### src/hdl/wmra_pkg.sv
`timescale 1ns / 1ps
// ----------------------------------------------------------------------------
// wmra_pkg
// shared widths, register indexes and stage types of the windowed magnitude
// running average block
// ----------------------------------------------------------------------------
package wmra_pkg;

   localparam int STORE_DEPTH   = 65536;
   localparam int SAMPLE_BITS   = 24;
   localparam int POS_BITS      = $clog2(STORE_DEPTH);
   localparam int LAG_BITS      = 20;
   localparam int LEN_BITS      = 17;
   localparam int FRAMES_BITS   = 32;
   localparam int AVG_BITS      = 24;
   localparam int SQ_BITS       = 2 * SAMPLE_BITS;
   localparam int ROOT_BITS     = SAMPLE_BITS;
   localparam int PROD_BITS     = AVG_BITS + FRAMES_BITS;
   localparam int CSR_IDX_BITS  = 2;
   localparam int CSR_DATA_BITS = 20;

   // two root or quotient bits are resolved per register stage
   localparam int STEPS_PER_STAGE = 2;
   localparam int SQRT_STAGES     = ROOT_BITS / STEPS_PER_STAGE;
   localparam int DIV_STAGES      = AVG_BITS / STEPS_PER_STAGE;

   localparam logic [CSR_IDX_BITS-1:0] CSR_WINDOW_START  = 2'd0;
   localparam logic [CSR_IDX_BITS-1:0] CSR_WINDOW_LENGTH = 2'd1;

   typedef struct packed {
      logic                   vld;
      logic [POS_BITS-1:0]    pos;
   } occ_type;

   typedef struct packed {
      logic [POS_BITS-1:0]    pos;
      logic [FRAMES_BITS-1:0] frames;
      logic [PROD_BITS-1:0]   prod;
   } sqrt_side_type;

endpackage

### src/hdl/wmra_div_pipe.sv
`timescale 1ns / 1ps
// ----------------------------------------------------------------------------
// wmra_div_pipe
// pipelined restoring divider, two quotient bits per stage
// ----------------------------------------------------------------------------
module wmra_div_pipe (
   input  logic                            clock,
   input  logic                            reset,
   input  logic                            en,
   input  logic                            in_vld,
   input  logic [wmra_pkg::PROD_BITS-1:0]  in_num,
   input  logic [wmra_pkg::FRAMES_BITS-1:0] in_den,
   input  logic [wmra_pkg::POS_BITS-1:0]   in_pos,
   output logic                            out_vld,
   output logic [wmra_pkg::AVG_BITS-1:0]   out_quo,
   output logic [wmra_pkg::POS_BITS-1:0]   out_pos,
   output wmra_pkg::occ_type [wmra_pkg::DIV_STAGES-1:0] occ
);
   import wmra_pkg::*;

   localparam int REM_BITS = FRAMES_BITS;
   localparam int LAST     = DIV_STAGES - 1;

   logic [DIV_STAGES-1:0] vld_ff;
   logic [REM_BITS-1:0]   rem_ff [DIV_STAGES];
   logic [AVG_BITS-1:0]   low_ff [DIV_STAGES];
   logic [REM_BITS-1:0]   den_ff [DIV_STAGES];
   logic [POS_BITS-1:0]   pos_ff [DIV_STAGES];

   logic [REM_BITS-1:0]   rem_in [DIV_STAGES];
   logic [AVG_BITS-1:0]   low_in [DIV_STAGES];

   logic [REM_BITS-1:0]   rem_src [DIV_STAGES+1];
   logic [AVG_BITS-1:0]   low_src [DIV_STAGES+1];
   logic [REM_BITS-1:0]   den_src [DIV_STAGES+1];

   always_comb begin
      rem_src[0] = in_num[PROD_BITS-1:AVG_BITS];
      low_src[0] = in_num[AVG_BITS-1:0];
      den_src[0] = in_den;
      for (int k = 0; k < DIV_STAGES; k++) begin
         rem_src[k+1] = rem_ff[k];
         low_src[k+1] = low_ff[k];
         den_src[k+1] = den_ff[k];
      end
   end

   always_comb begin
      logic [REM_BITS-1:0] rem;
      logic [AVG_BITS-1:0] low;
      logic [REM_BITS:0]   part;
      logic                q_bit;
      for (int k = 0; k < DIV_STAGES; k++) begin
         rem = rem_src[k];
         low = low_src[k];
         for (int s = 0; s < STEPS_PER_STAGE; s++) begin
            part  = {rem, low[AVG_BITS-1]};
            q_bit = (part >= {1'b0, den_src[k]});
            if (q_bit) begin
               part = part - {1'b0, den_src[k]};
            end
            rem = part[REM_BITS-1:0];
            low = {low[AVG_BITS-2:0], q_bit};
         end
         rem_in[k] = rem;
         low_in[k] = low;
      end
   end

   always_ff @(posedge clock) begin
      if (reset) begin
         vld_ff <= '0;
      end else if (en) begin
         vld_ff <= {vld_ff[DIV_STAGES-2:0], in_vld};
      end
   end

   always_ff @(posedge clock) begin
      if (en) begin
         for (int k = 0; k < DIV_STAGES; k++) begin
            rem_ff[k] <= rem_in[k];
            low_ff[k] <= low_in[k];
            den_ff[k] <= den_src[k];
         end
         pos_ff[0] <= in_pos;
         for (int k = 1; k < DIV_STAGES; k++) begin
            pos_ff[k] <= pos_ff[k-1];
         end
      end
   end

   always_comb begin
      for (int k = 0; k < DIV_STAGES; k++) begin
         occ[k].vld = vld_ff[k];
         occ[k].pos = pos_ff[k];
      end
   end

   assign out_vld = vld_ff[LAST];
   assign out_quo = low_ff[LAST];
   assign out_pos = pos_ff[LAST];

   // partial remainder stays below the divisor in every live stage; the first and last are checked
   a_rem_first : assert property (@(posedge clock) disable iff (reset)
      vld_ff[0] |-> rem_ff[0] < den_ff[0])
      else $error("divider overflow at first stage");

   a_rem_last : assert property (@(posedge clock) disable iff (reset)
      vld_ff[LAST] |-> rem_ff[LAST] < den_ff[LAST])
      else $error("divider remainder out of bound");

   a_hold : assert property (@(posedge clock) disable iff (reset)
      !en |=> $stable(vld_ff))
      else $error("divider moved while stalled");

endmodule

### config.mk
export PLATFORM = sky130hd
export DESIGN_NAME = wmra_div_pipe
export DESIGN_NICKNAME = d
export VERILOG_FILES = /design/src/hdl/wmra_pkg.sv /design/src/hdl/wmra_div_pipe.sv
export SDC_FILE = /design/constraint.sdc
export NUM_CORES = 2
export LEC_CHECK = 0
export BUFFER_PORTS_ARGS = -buffer_cell sky130_fd_sc_hd__buf_2
export CAP_MARGIN = 10
export CORE_ASPECT_RATIO = 1.25
export CORE_UTILIZATION = 40
export CTS_BUF_LIST = sky130_fd_sc_hd__clkbuf_16
export DETAILED_ROUTE_END_ITERATION = 10
export GPL_ROUTABILITY_DRIVEN = 0
export SLEW_MARGIN = 20
export SYNTH_ARGS = -nofsm -noshare
export SYNTH_HDL_FRONTEND = slang
export SYNTH_SLANG_ARGS = --single-unit
### constraint.sdc
create_clock -name clock -period 10.6 [get_ports clock]
set_clock_uncertainty 0.1 [all_clocks]
set_input_delay 2.65 -clock clock [delete_from_list [all_inputs] [get_ports clock]]
set_output_delay 2.65 -clock clock [all_outputs]
set_load 0.01 [all_outputs]
==> flow_summary.yaml <==
global_routing:
  grt-ovfl-total: 0
  grt_usage_pct: 20.8
  antenna_found_initial: 5
  first_global_vias: 62600
  grt_pass1_wl_um: 339000
  grt_max_degree: 177
clock_network:
  cts.path.max_buffers: 3
  post_cts_resized: 0
  cts_sinks: 1196
  cts_root_buf: "clkbuf_16"
  cts_tree: "done"
  cts_hold_buf: 0
  cts_buffers: 138
  cts_setup_buffers: 0
  h-tree-depth: 4
  cts.clk_slew.worst_paths_ns: 0.06
  clk_latency_ns: 0.81
routing:
  wire_per_inst_um: 20.2
  post-route-drc-count: 0
  first_pass_iters: 6
  drtIter0Drc: 3149
  vias: 60600
  ant_nets: 0
  drt-total-wl_um: 221000
  vias_per_cell: 5.54
hold_path:
  min-delay-path-class: "flop to flop"
  hold_path_end: "low_ff[2][22]$_DFFE_PP_"
  min_from: "low_ff[1][92]$_DFFE_PP_"
  hold_path_depth: 0
run_status:
  status: "finished, final reports clean"
final_layout:
  final_cells: 10900
  drive_above_1_share_pct: 10.8
  finalNetCount: 9017
  synthToLayoutAreaGrowth_pct: 11.2
  utilization_pct: 44.9
  fillers: 18900
sta:
  worstMarginPinSlew_ns: 1.08
  fin_ws_ns: 1.64
  period_needed_ns: 8.96
  slew_headroom_pct: 26.3
  setup_tns_ns: 0
  hold_viol: 0
  post-route-period-util_pct: 84.5
  grt_setup_unrepaired: "no"
  drv_slew: 0
  setup_violations: 0
  max_freq_mhz: 112
floorplanning:
  die_area_sq_um: 207000
  ios: 353
  initial_core_util_pct: 40.3
  rows: 185
  die-height_um: 509
  die-width_um: 407
  core_area_sq_um: 204000
critical_path:
  crit_type: "input pin to flop"
  critPathMostFrequentCell: "a21oi_1"
  r2r_slack_ns: 2.10
  path_max_fanout: 30
  critPathLaunchType: "input pin"
  crit_required_ns: 11.06
  reg2reg_depth: 24
  worstSetupEndpointType: "flop"
  r2r_start: "den_ff[6][1]$_DFFE_PP_"
  slowest_stage: "o31ai_4"
  cp_top_family: "compound AO/OA/AOI/OAI gates"
  cpPeakStageDelay_ns: 0.62
  arrival_ns: 9.42
  rr_endpoint: "rem_ff[7][4]$_DFFE_PP_"
  crit_buf_inv: 5
synth:
  syn_nets: 8661
  yosys_warnings: 0
  ys_ff_latch: 1196
  synth_area_per_cell_sq_um: 10.6
  yosysUniqueCellTypes: 102
  syn_area_sq_um: 82200
  netlist_instances: 7762
  synth_edf_count: 1184
  synth_ff_type: "edfxtp_1"
  seq_area_frac_synth_pct: 43.6
  synthArstFlopShare_pct: 0
run:
  maxCapViolCount: 0
placement:
  place_hpwl_um: 176000
  pre_cts_ws_ns: 0.904
  port_buffers: 352
  place_inst: 10700
-- layer usage --
| layer | part of all wire (%) | track usage (%) | routed length [um] |
|---|---|---|---|
| met2 | 55 | 41.8 | 122000 |
| met5 | 0.0099 | 0 | 22 |
| met1 | 34 | 18.5 | 74900 |
| met3 | 3.3 | 3.09 | 7410 |
| met4 | 7.7 | 15.2 | 17100 |
-- registers in the layout, indices dropped and copies added, names as in the netlist --
| name | count |
|---|---|
| vld_ff | 12 |
| pos_ff | 192 |
| low_ff | 288 |
| rem_ff | 352 |
| den_ff | 352 |
-- layout make-up --
type	count	area, sq um	share of cell area [%]
antenna	1	2.50	0.00274
clock buffer	142	3550	3.89
clock inverter	109	926	1.01
inverter	606	2280	2.49
multi-input combinational	5777	43200	47.3
sequential	1196	35800	39.2
tap	2711	3390	3.71
timing repair buffer	399	2200	2.41
-- per-stage QoR --
step	hold slack (ns)	area, sq um
after global placement	0.301	86900
final	0.303	91400
after detailed placement	0.305	86900
after global routing	0.309	91400
after CTS	0.306	91400
after floorplan	0.300	82200
-- cells in the final DEF (no fill, tap or decap), types with 122 or more instances in the layout --
master / n
a21o_1: 378
xor2_1: 207
a21oi_1: 686
mux2_1: 262
nor2_1: 474
buf_2: 351
nand3_1: 122
edfxtp_1: 1184
o21ai_0: 348
clkbuf_16: 142
mux2_2: 162
inv_1: 617
ha_1: 768
xnor2_1: 422
nand2_1: 483
-- worst max path at each step --
| stage | startpoint | endpoint | slack, ns | cells past startpoint |
|---|---|---|---|---|
| after floorplan | in_den[1] | rem_ff[0][10]$_DFFE_PP_ | 2.29 | 27 |
| after global placement | in_den[1] | rem_ff[0][2]$_DFFE_PP_ | 1.02 | 25 |
| after detailed placement | in_den[1] | rem_ff[0][25]$_DFFE_PP_ | 0.90 | 25 |
| after CTS | in_den[1] | rem_ff[0][2]$_DFFE_PP_ | 1.76 | 25 |
| after global routing | in_den[1] | rem_ff[0][15]$_DFFE_PP_ | 1.34 | 25 |
| final | in_den[1] | rem_ff[0][2]$_DFFE_PP_ | 1.64 | 25 |
-- worst reg2reg max path, delay by kind of cell (launching register included) --
family | cells | cell delay (ns)
compound gates | 12 | 3.98
simple gates | 6 | 1.66
mux | 2 | 0.93
fa+ha+maj | 2 | 0.70
buf+inv | 2 | 0.48
flops | 1 | 0.38
-- cells by family (layout without fill, tap and decap cells) --
group                    Yosys count  count (layout)  share of synthesized area (%)
AO/OA/AOI/OAI                   2161            2161                           16.8
XOR/XNOR                         629             629                           6.70
adder cells (fa/ha/maj)          791             791                           12.3
buffers and inverters            789            1256                           3.99
flip-flops                      1196            1196                           43.6
multiplexers                     501             501                           6.91
other                              0               1                              0
AND/OR/NAND/NOR                 1695            1695                           9.81
-- Yosys cell counts (68+ instances only) --
cell         n  area [sq um]
edfxtp_1  1184         35600
ha_1       768          9610
a21oi_1    686          3430
inv_1      593          2230
nand2_1    483          1810
nor2_1     475          1780
xnor2_1    422          3700
a21o_1     378          2840
o21ai_0    348          1740
mux2_1     262          2950
xor2_1     207          1810
mux2_2     162          1820
nand3_1    122           611
o21bai_1   105           788
nand4_1    103           644
nor3_1     103           515
o21ai_1     96           480
nand2b_1    89           557
a31oi_1     81           507
clkbuf_1    77           289
nor2b_1     77           482
o21a_1      69           518
and3_1      68           425
Power is left out: the tool's default activity adds up to more than one toggle a clock period on the data nets, which glitch-free logic cannot reach.
