`config.mk`:
```
export PLATFORM = sky130hd
export DESIGN_NAME = wmra_sqrt_pipe
export DESIGN_NICKNAME = d
export VERILOG_FILES = /design/src/hdl/wmra_pkg.sv /design/src/hdl/wmra_sqrt_pipe.sv
export SDC_FILE = /design/constraint.sdc
export NUM_CORES = 2
export LEC_CHECK = 0
export BUFFER_PORTS_ARGS = -buffer_cell sky130_fd_sc_hd__buf_2
export CAP_MARGIN = 20
export CORE_ASPECT_RATIO = 1.2
export CORE_UTILIZATION = 61
export DETAILED_ROUTE_END_ITERATION = 6
export GPL_TIMING_DRIVEN = 0
export PLACE_DENSITY = 0.8
export SYNTH_ARGS = -nofsm -noshare
export SYNTH_HDL_FRONTEND = slang
export SYNTH_SLANG_ARGS = --single-unit
```
`constraint.sdc`:
```
create_clock -name clock -period 7.7 [get_ports clock]
set_input_delay 0 -clock clock [delete_from_list [all_inputs] [get_ports clock]]
set_output_delay 0 -clock clock [all_outputs]
set_load 0.005 [all_outputs]
```
`src/hdl/wmra_pkg.sv`:
```
`timescale 1ns / 1ps
// ----------------------------------------------------------------------------
// wmra_pkg
// shared widths, register indexes and stage types of the windowed magnitude
// running average block
// ----------------------------------------------------------------------------
package wmra_pkg;

   localparam int STORE_DEPTH   = 65536;
   localparam int SAMPLE_BITS   = 24;
   localparam int POS_BITS      = $clog2(STORE_DEPTH);
   localparam int LAG_BITS      = 20;
   localparam int LEN_BITS      = 17;
   localparam int FRAMES_BITS   = 32;
   localparam int AVG_BITS      = 24;
   localparam int SQ_BITS       = 2 * SAMPLE_BITS;
   localparam int ROOT_BITS     = SAMPLE_BITS;
   localparam int PROD_BITS     = AVG_BITS + FRAMES_BITS;
   localparam int CSR_IDX_BITS  = 2;
   localparam int CSR_DATA_BITS = 20;

   // two root or quotient bits are resolved per register stage
   localparam int STEPS_PER_STAGE = 2;
   localparam int SQRT_STAGES     = ROOT_BITS / STEPS_PER_STAGE;
   localparam int DIV_STAGES      = AVG_BITS / STEPS_PER_STAGE;

   localparam logic [CSR_IDX_BITS-1:0] CSR_WINDOW_START  = 2'd0;
   localparam logic [CSR_IDX_BITS-1:0] CSR_WINDOW_LENGTH = 2'd1;

   typedef struct packed {
      logic                   vld;
      logic [POS_BITS-1:0]    pos;
   } occ_type;

   typedef struct packed {
      logic [POS_BITS-1:0]    pos;
      logic [FRAMES_BITS-1:0] frames;
      logic [PROD_BITS-1:0]   prod;
   } sqrt_side_type;

endpackage

```
`src/hdl/wmra_sqrt_pipe.sv`:
```
`timescale 1ns / 1ps
// ----------------------------------------------------------------------------
// wmra_sqrt_pipe
// pipelined floor square root, two root bits per stage, sideband carried along
// ----------------------------------------------------------------------------
module wmra_sqrt_pipe (
   input  logic                       clock,
   input  logic                       reset,
   input  logic                       en,
   input  logic                       in_vld,
   input  logic [wmra_pkg::SQ_BITS-1:0]   in_rad,
   input  wmra_pkg::sqrt_side_type    in_side,
   output logic                       out_vld,
   output logic [wmra_pkg::ROOT_BITS-1:0] out_root,
   output wmra_pkg::sqrt_side_type    out_side,
   output wmra_pkg::occ_type [wmra_pkg::SQRT_STAGES-1:0] occ
);
   import wmra_pkg::*;

   localparam int REM_BITS = ROOT_BITS + 2;
   localparam int LAST     = SQRT_STAGES - 1;

   logic [SQRT_STAGES-1:0] vld_ff;
   logic [SQ_BITS-1:0]     rad_ff  [SQRT_STAGES];
   logic [REM_BITS-1:0]    rem_ff  [SQRT_STAGES];
   logic [ROOT_BITS-1:0]   root_ff [SQRT_STAGES];
   sqrt_side_type          side_ff [SQRT_STAGES];

   logic [SQ_BITS-1:0]     rad_in  [SQRT_STAGES];
   logic [REM_BITS-1:0]    rem_in  [SQRT_STAGES];
   logic [ROOT_BITS-1:0]   root_in [SQRT_STAGES];

   // stage sources: index 0 is the pipe input
   logic [SQ_BITS-1:0]     rad_src  [SQRT_STAGES+1];
   logic [REM_BITS-1:0]    rem_src  [SQRT_STAGES+1];
   logic [ROOT_BITS-1:0]   root_src [SQRT_STAGES+1];

   always_comb begin
      rad_src[0]  = in_rad;
      rem_src[0]  = '0;
      root_src[0] = '0;
      for (int k = 0; k < SQRT_STAGES; k++) begin
         rad_src[k+1]  = rad_ff[k];
         rem_src[k+1]  = rem_ff[k];
         root_src[k+1] = root_ff[k];
      end
   end

   always_comb begin
      logic [SQ_BITS-1:0]    rad;
      logic [REM_BITS-1:0]   rem;
      logic [ROOT_BITS-1:0]  root;
      logic [REM_BITS+1:0]   part;
      logic [REM_BITS+1:0]   trial;
      logic                  bit_set;
      for (int k = 0; k < SQRT_STAGES; k++) begin
         rad  = rad_src[k];
         rem  = rem_src[k];
         root = root_src[k];
         for (int s = 0; s < STEPS_PER_STAGE; s++) begin
            part    = {rem, rad[SQ_BITS-1 -: 2]};
            trial   = {2'b00, root, 2'b01};
            bit_set = (part >= trial);
            if (bit_set) begin
               part = part - trial;
            end
            rem  = part[REM_BITS-1:0];
            root = {root[ROOT_BITS-2:0], bit_set};
            rad  = {rad[SQ_BITS-3:0], 2'b00};
         end
         rad_in[k]  = rad;
         rem_in[k]  = rem;
         root_in[k] = root;
      end
   end

   always_ff @(posedge clock) begin
      if (reset) begin
         vld_ff <= '0;
      end else if (en) begin
         vld_ff <= {vld_ff[SQRT_STAGES-2:0], in_vld};
      end
   end

   always_ff @(posedge clock) begin
      if (en) begin
         for (int k = 0; k < SQRT_STAGES; k++) begin
            rad_ff[k]  <= rad_in[k];
            rem_ff[k]  <= rem_in[k];
            root_ff[k] <= root_in[k];
         end
         side_ff[0] <= in_side;
         for (int k = 1; k < SQRT_STAGES; k++) begin
            side_ff[k] <= side_ff[k-1];
         end
      end
   end

   always_comb begin
      for (int k = 0; k < SQRT_STAGES; k++) begin
         occ[k].vld = vld_ff[k];
         occ[k].pos = side_ff[k].pos;
      end
   end

   assign out_vld  = vld_ff[LAST];
   assign out_root = root_ff[LAST];
   assign out_side = side_ff[LAST];

   // remainder of a finished root never exceeds twice the root
   a_rem_bound : assert property (@(posedge clock) disable iff (reset)
      vld_ff[LAST] |-> ({1'b0, rem_ff[LAST]} <= {2'b00, root_ff[LAST], 1'b0}))
      else $error("sqrt remainder out of bound");

   a_hold : assert property (@(posedge clock) disable iff (reset)
      !en |=> $stable(vld_ff))
      else $error("sqrt pipe moved while stalled");

   a_entry : assert property (@(posedge clock) disable iff (reset)
      en && !reset |=> vld_ff[0] == $past(in_vld))
      else $error("sqrt pipe lost an entering word");

endmodule

```
==> flow_metrics.env <==
export IMPL_leakagePower_nw=38.0
export IMPL_finalSetupViolCount=0
export IMPL_grt_use_met3=0.0351
export IMPL_ys_ff_latch=1951
export IMPL_crit_type="flop to flop"
export IMPL_arrival_ps=8050
export IMPL_clk_pin_slew_worst_paths_ps=60
export IMPL_die_h_um=410
export IMPL_crit_fanout=10
export IMPL_use_met2=0.500
export IMPL_syn_inst=5877
export IMPL_cts_max_path_buffers=3
export IMPL_grt_first_pass_wirelength_mm=278
export IMPL_cap_violations=0
export IMPL_synth_simple_gate_area_frac=0.0811
export IMPL_rsz0062_at_grt="no"
export IMPL_avgSynthCellArea_sq_um=14.4
export IMPL_use_met1=0.262
export IMPL_gp_congestion=0.961
export IMPL_wl_per_cell_um=20.6
export IMPL_synth_edff_count=1939
export IMPL_synthFlopType="edfxtp_1"
export IMPL_grt_max_degree=191
export IMPL_die_width_um=342
export IMPL_dp_hpwl_mm=114
export IMPL_vias=49721
export IMPL_reg2reg_to="rem_ff[10][8]"
export IMPL_area_growth_pct=17.0
export IMPL_fin_crit_sh=0.977
export IMPL_start_util=0.615
export IMPL_min_path_cells=3
export IMPL_first_global_vias=51145
export IMPL_fmax_mhz=133
export IMPL_hold_ws_ps=104
export IMPL_clkSinkCount=1951
export IMPL_peakVddDrop_mv=0.284
export IMPL_rr_startpoint="root_ff[2][43]"
export IMPL_grt_total_usage=0.258
export IMPL_die_area_sq_mm=0.140
export IMPL_synth_top_area_share=0.689
export IMPL_synth_area_top_cells="edfxtp_1 (69%), ha_1 (4.8%), buf_4 (2.9%), xnor2_1 (2.7%), a21oi_1 (2.0%)"
export IMPL_outcome="completed"
export IMPL_synth_top_family_by_area="compound AO/OA/AOI/OAI gates"
export IMPL_core_area_sq_mm=0.137
export IMPL_antenna_found_initial=7
export IMPL_cts_setup_buffers=0
export IMPL_clk_insertion_delay_late_ps=840
export IMPL_worst_pin_slew_ps=1240
export IMPL_rrSetupSlack_ps=180
export IMPL_numPortBuffers=487
export IMPL_numCtsBuffers=179
export IMPL_grt_ovfl_total=0
export IMPL_worstPathRequired_ps=8230
export IMPL_period_needed_ps=7520
export IMPL_syn_area_sq_mm=0.0845
export IMPL_power_density_mw_per_mm2=299
export IMPL_min_to="rem_ff[0][3]"
export IMPL_drive_above_1_share=0.178
export IMPL_top_level_ports=489
export IMPL_top_usage_layer="met2"
export IMPL_nets=7350
export IMPL_synth_largest_area_cell="edfxtp_1"
export IMPL_cts_tree="done"
export IMPL_async_reset_ff_frac=0
export IMPL_synth_fa_ha_area_frac=0.0477
export IMPL_start_kind="flop"
export IMPL_slew_viol_final=0
export IMPL_routed_wirelength_mm=182
export IMPL_fin_skew_ps=43.9
export IMPL_yosys_top_cells_count="edfxtp_1 (1939), nor2_1 (352), nand2_1 (333), a21oi_1 (332), buf_4 (323)"
export IMPL_ys_seq_area_frac=0.692
export IMPL_synth_area_mux_share=0.00917
export IMPL_setup_ws_ps=180
export IMPL_synth_compound_area_frac=0.0819
export IMPL_root_buffer="clkbuf_16"
export IMPL_hold_path_class="input port to flop"
export IMPL_hold_path_startpoint="in_rad[44]"
export IMPL_ys_types=109
export IMPL_drtIter0Drc=3240
export IMPL_place_ws_ps=-124
export IMPL_slew_headroom=0.166
export IMPL_ff2ff_path_depth=22
export IMPL_end_kind="flop"
export IMPL_detail_route_antenna_nets=0
export IMPL_finalHoldViolCount=0
export IMPL_vias_per_cell=5.62
export IMPL_fp_row_count=149
export IMPL_drc_errors=0
export IMPL_synth_most_common_cell="edfxtp_1"
export IMPL_ys_warn_count=0
export IMPL_synthXorXnorAreaFrac=0.0428
export IMPL_drt_pass1_iter_count=6
export IMPL_cts_htree_levels=4
worst max-delay path by stage:
| stage | from | to | slack, ps | depth (start not counted) |
|---|---|---|---|---|
| finish | root_ff[2][43] | rem_ff[10][8] | 180 | 22 |
| global route | root_ff[2][43] | rem_ff[10][8] | 7 | 22 |
| CTS | root_ff[1][81] | rem_ff[8][16] | 30 | 26 |
| detailed placement | root_ff[2][43] | rem_ff[10][8] | -120 | 22 |
| global placement | en | side_ff[2][304] | -22510 | 1 |
| floorplan | rem_ff[9][19] | rem_ff[10][21] | 2300 | 22 |
layer usage:
layer,up-vias,part of all wire,routed length (um)
met5,-,0.00013,24
met3,538,0.038,6970
met1,23900,0.35,63700
li1,23763,-,-
met2,1516,0.56,102000
met4,4,0.053,9670
registers in the layout, indices dropped and copies added (netlist names):
name and count:
rad_ff 264, vld_ff 12, root_ff 156, rem_ff 271, side_ff 1248
layout by cell type (no fill, tap or decap), types with 67 or more instances in the layout:
cell and count:
clkbuf_1 87, buf_2 507, xor2_1 151, nand3_1 101, inv_1 268, ha_1 322, nand2_1 333, nor3_1 107
edfxtp_1 1939, o21ai_0 220, a21oi_1 331, dlygate4sd3_1 312, xnor2_1 260, buf_4 323, nor2_1 351, a21o_1 140
clkbuf_16 184, nand4_1 67
critical path, stage by stage, from the launching register on:
cell,delay (ps)
edfxtp_1,390
inv_1,80
ha_1,360
nand2_1,110
or3_1,380
or4_1,700
a31oi_2,550
nor2_2,280
clkbuf_1,380
inv_2,320
a21oi_1,150
ha_1,410
inv_1,80
a211o_1,230
a221o_1,330
a211oi_1,230
o31ai_1,160
a31oi_1,390
o21ai_0,260
nand3_1,150
clkbuf_1,580
clkbuf_1,560
a21oi_1,150
final cells by class:
type                       count  area [sq um]
tap                         1812          2270
inverter                     274          1030
clock buffer                 215          4750
clock inverter               121          1340
fill                        8564         38600
buffer                       414          2810
timing repair buffer         813          5900
sequential                  1951         58500
multi-input combinational   3239         22200
antenna                        7          17.5
cell families (layout without fill, tap and decap cells):
group                    after synthesis  count (layout)
AND/OR/NAND/NOR                     1355            1355
flip-flops                          1951            1951
AO/OA/AOI/OAI                       1075            1075
multiplexers                          72              72
adder cells (fa/ha/maj)              322             322
buffers and inverters                689            1837
other                                  1              10
XOR/XNOR                             412             412
stage by stage:
step / cell area (sq um) / utilization / cells / power (mW) / TNS, ps
2_1_floorplan: 84500 / - / 5879 / 18.4 / 0
3_3_place_gp: 89200 / 0.649 / 8178 / 20.6 / -
3_5_place_dp: 89500 / 0.652 / 8191 / 20.2 / -1940
4_1_cts: 98800 / 0.719 / 8839 / 29.5 / 0
5_1_grt: 98800 / 0.719 / 8845 / 30.8 / 0
6_report: 98800 / 0.719 / 8846 / 29.5 / 0
timing repair:
item,4_1_cts,5_1_grt
setup endpoints to repair,29,46
gates resized for setup,3,11
hold endpoints to repair,291,0
hold buffers,312,0
where the power goes:
| group | leakage [nW] | switching (mW) | internal, mW |
|---|---|---|---|
| clock network | 2.97 | 4.03 | 5.19 |
| logic | 16.1 | 3.86 | 2.87 |
| registers | 18.9 | 0.543 | 13.0 |
(Power assumes the default switching activity.)
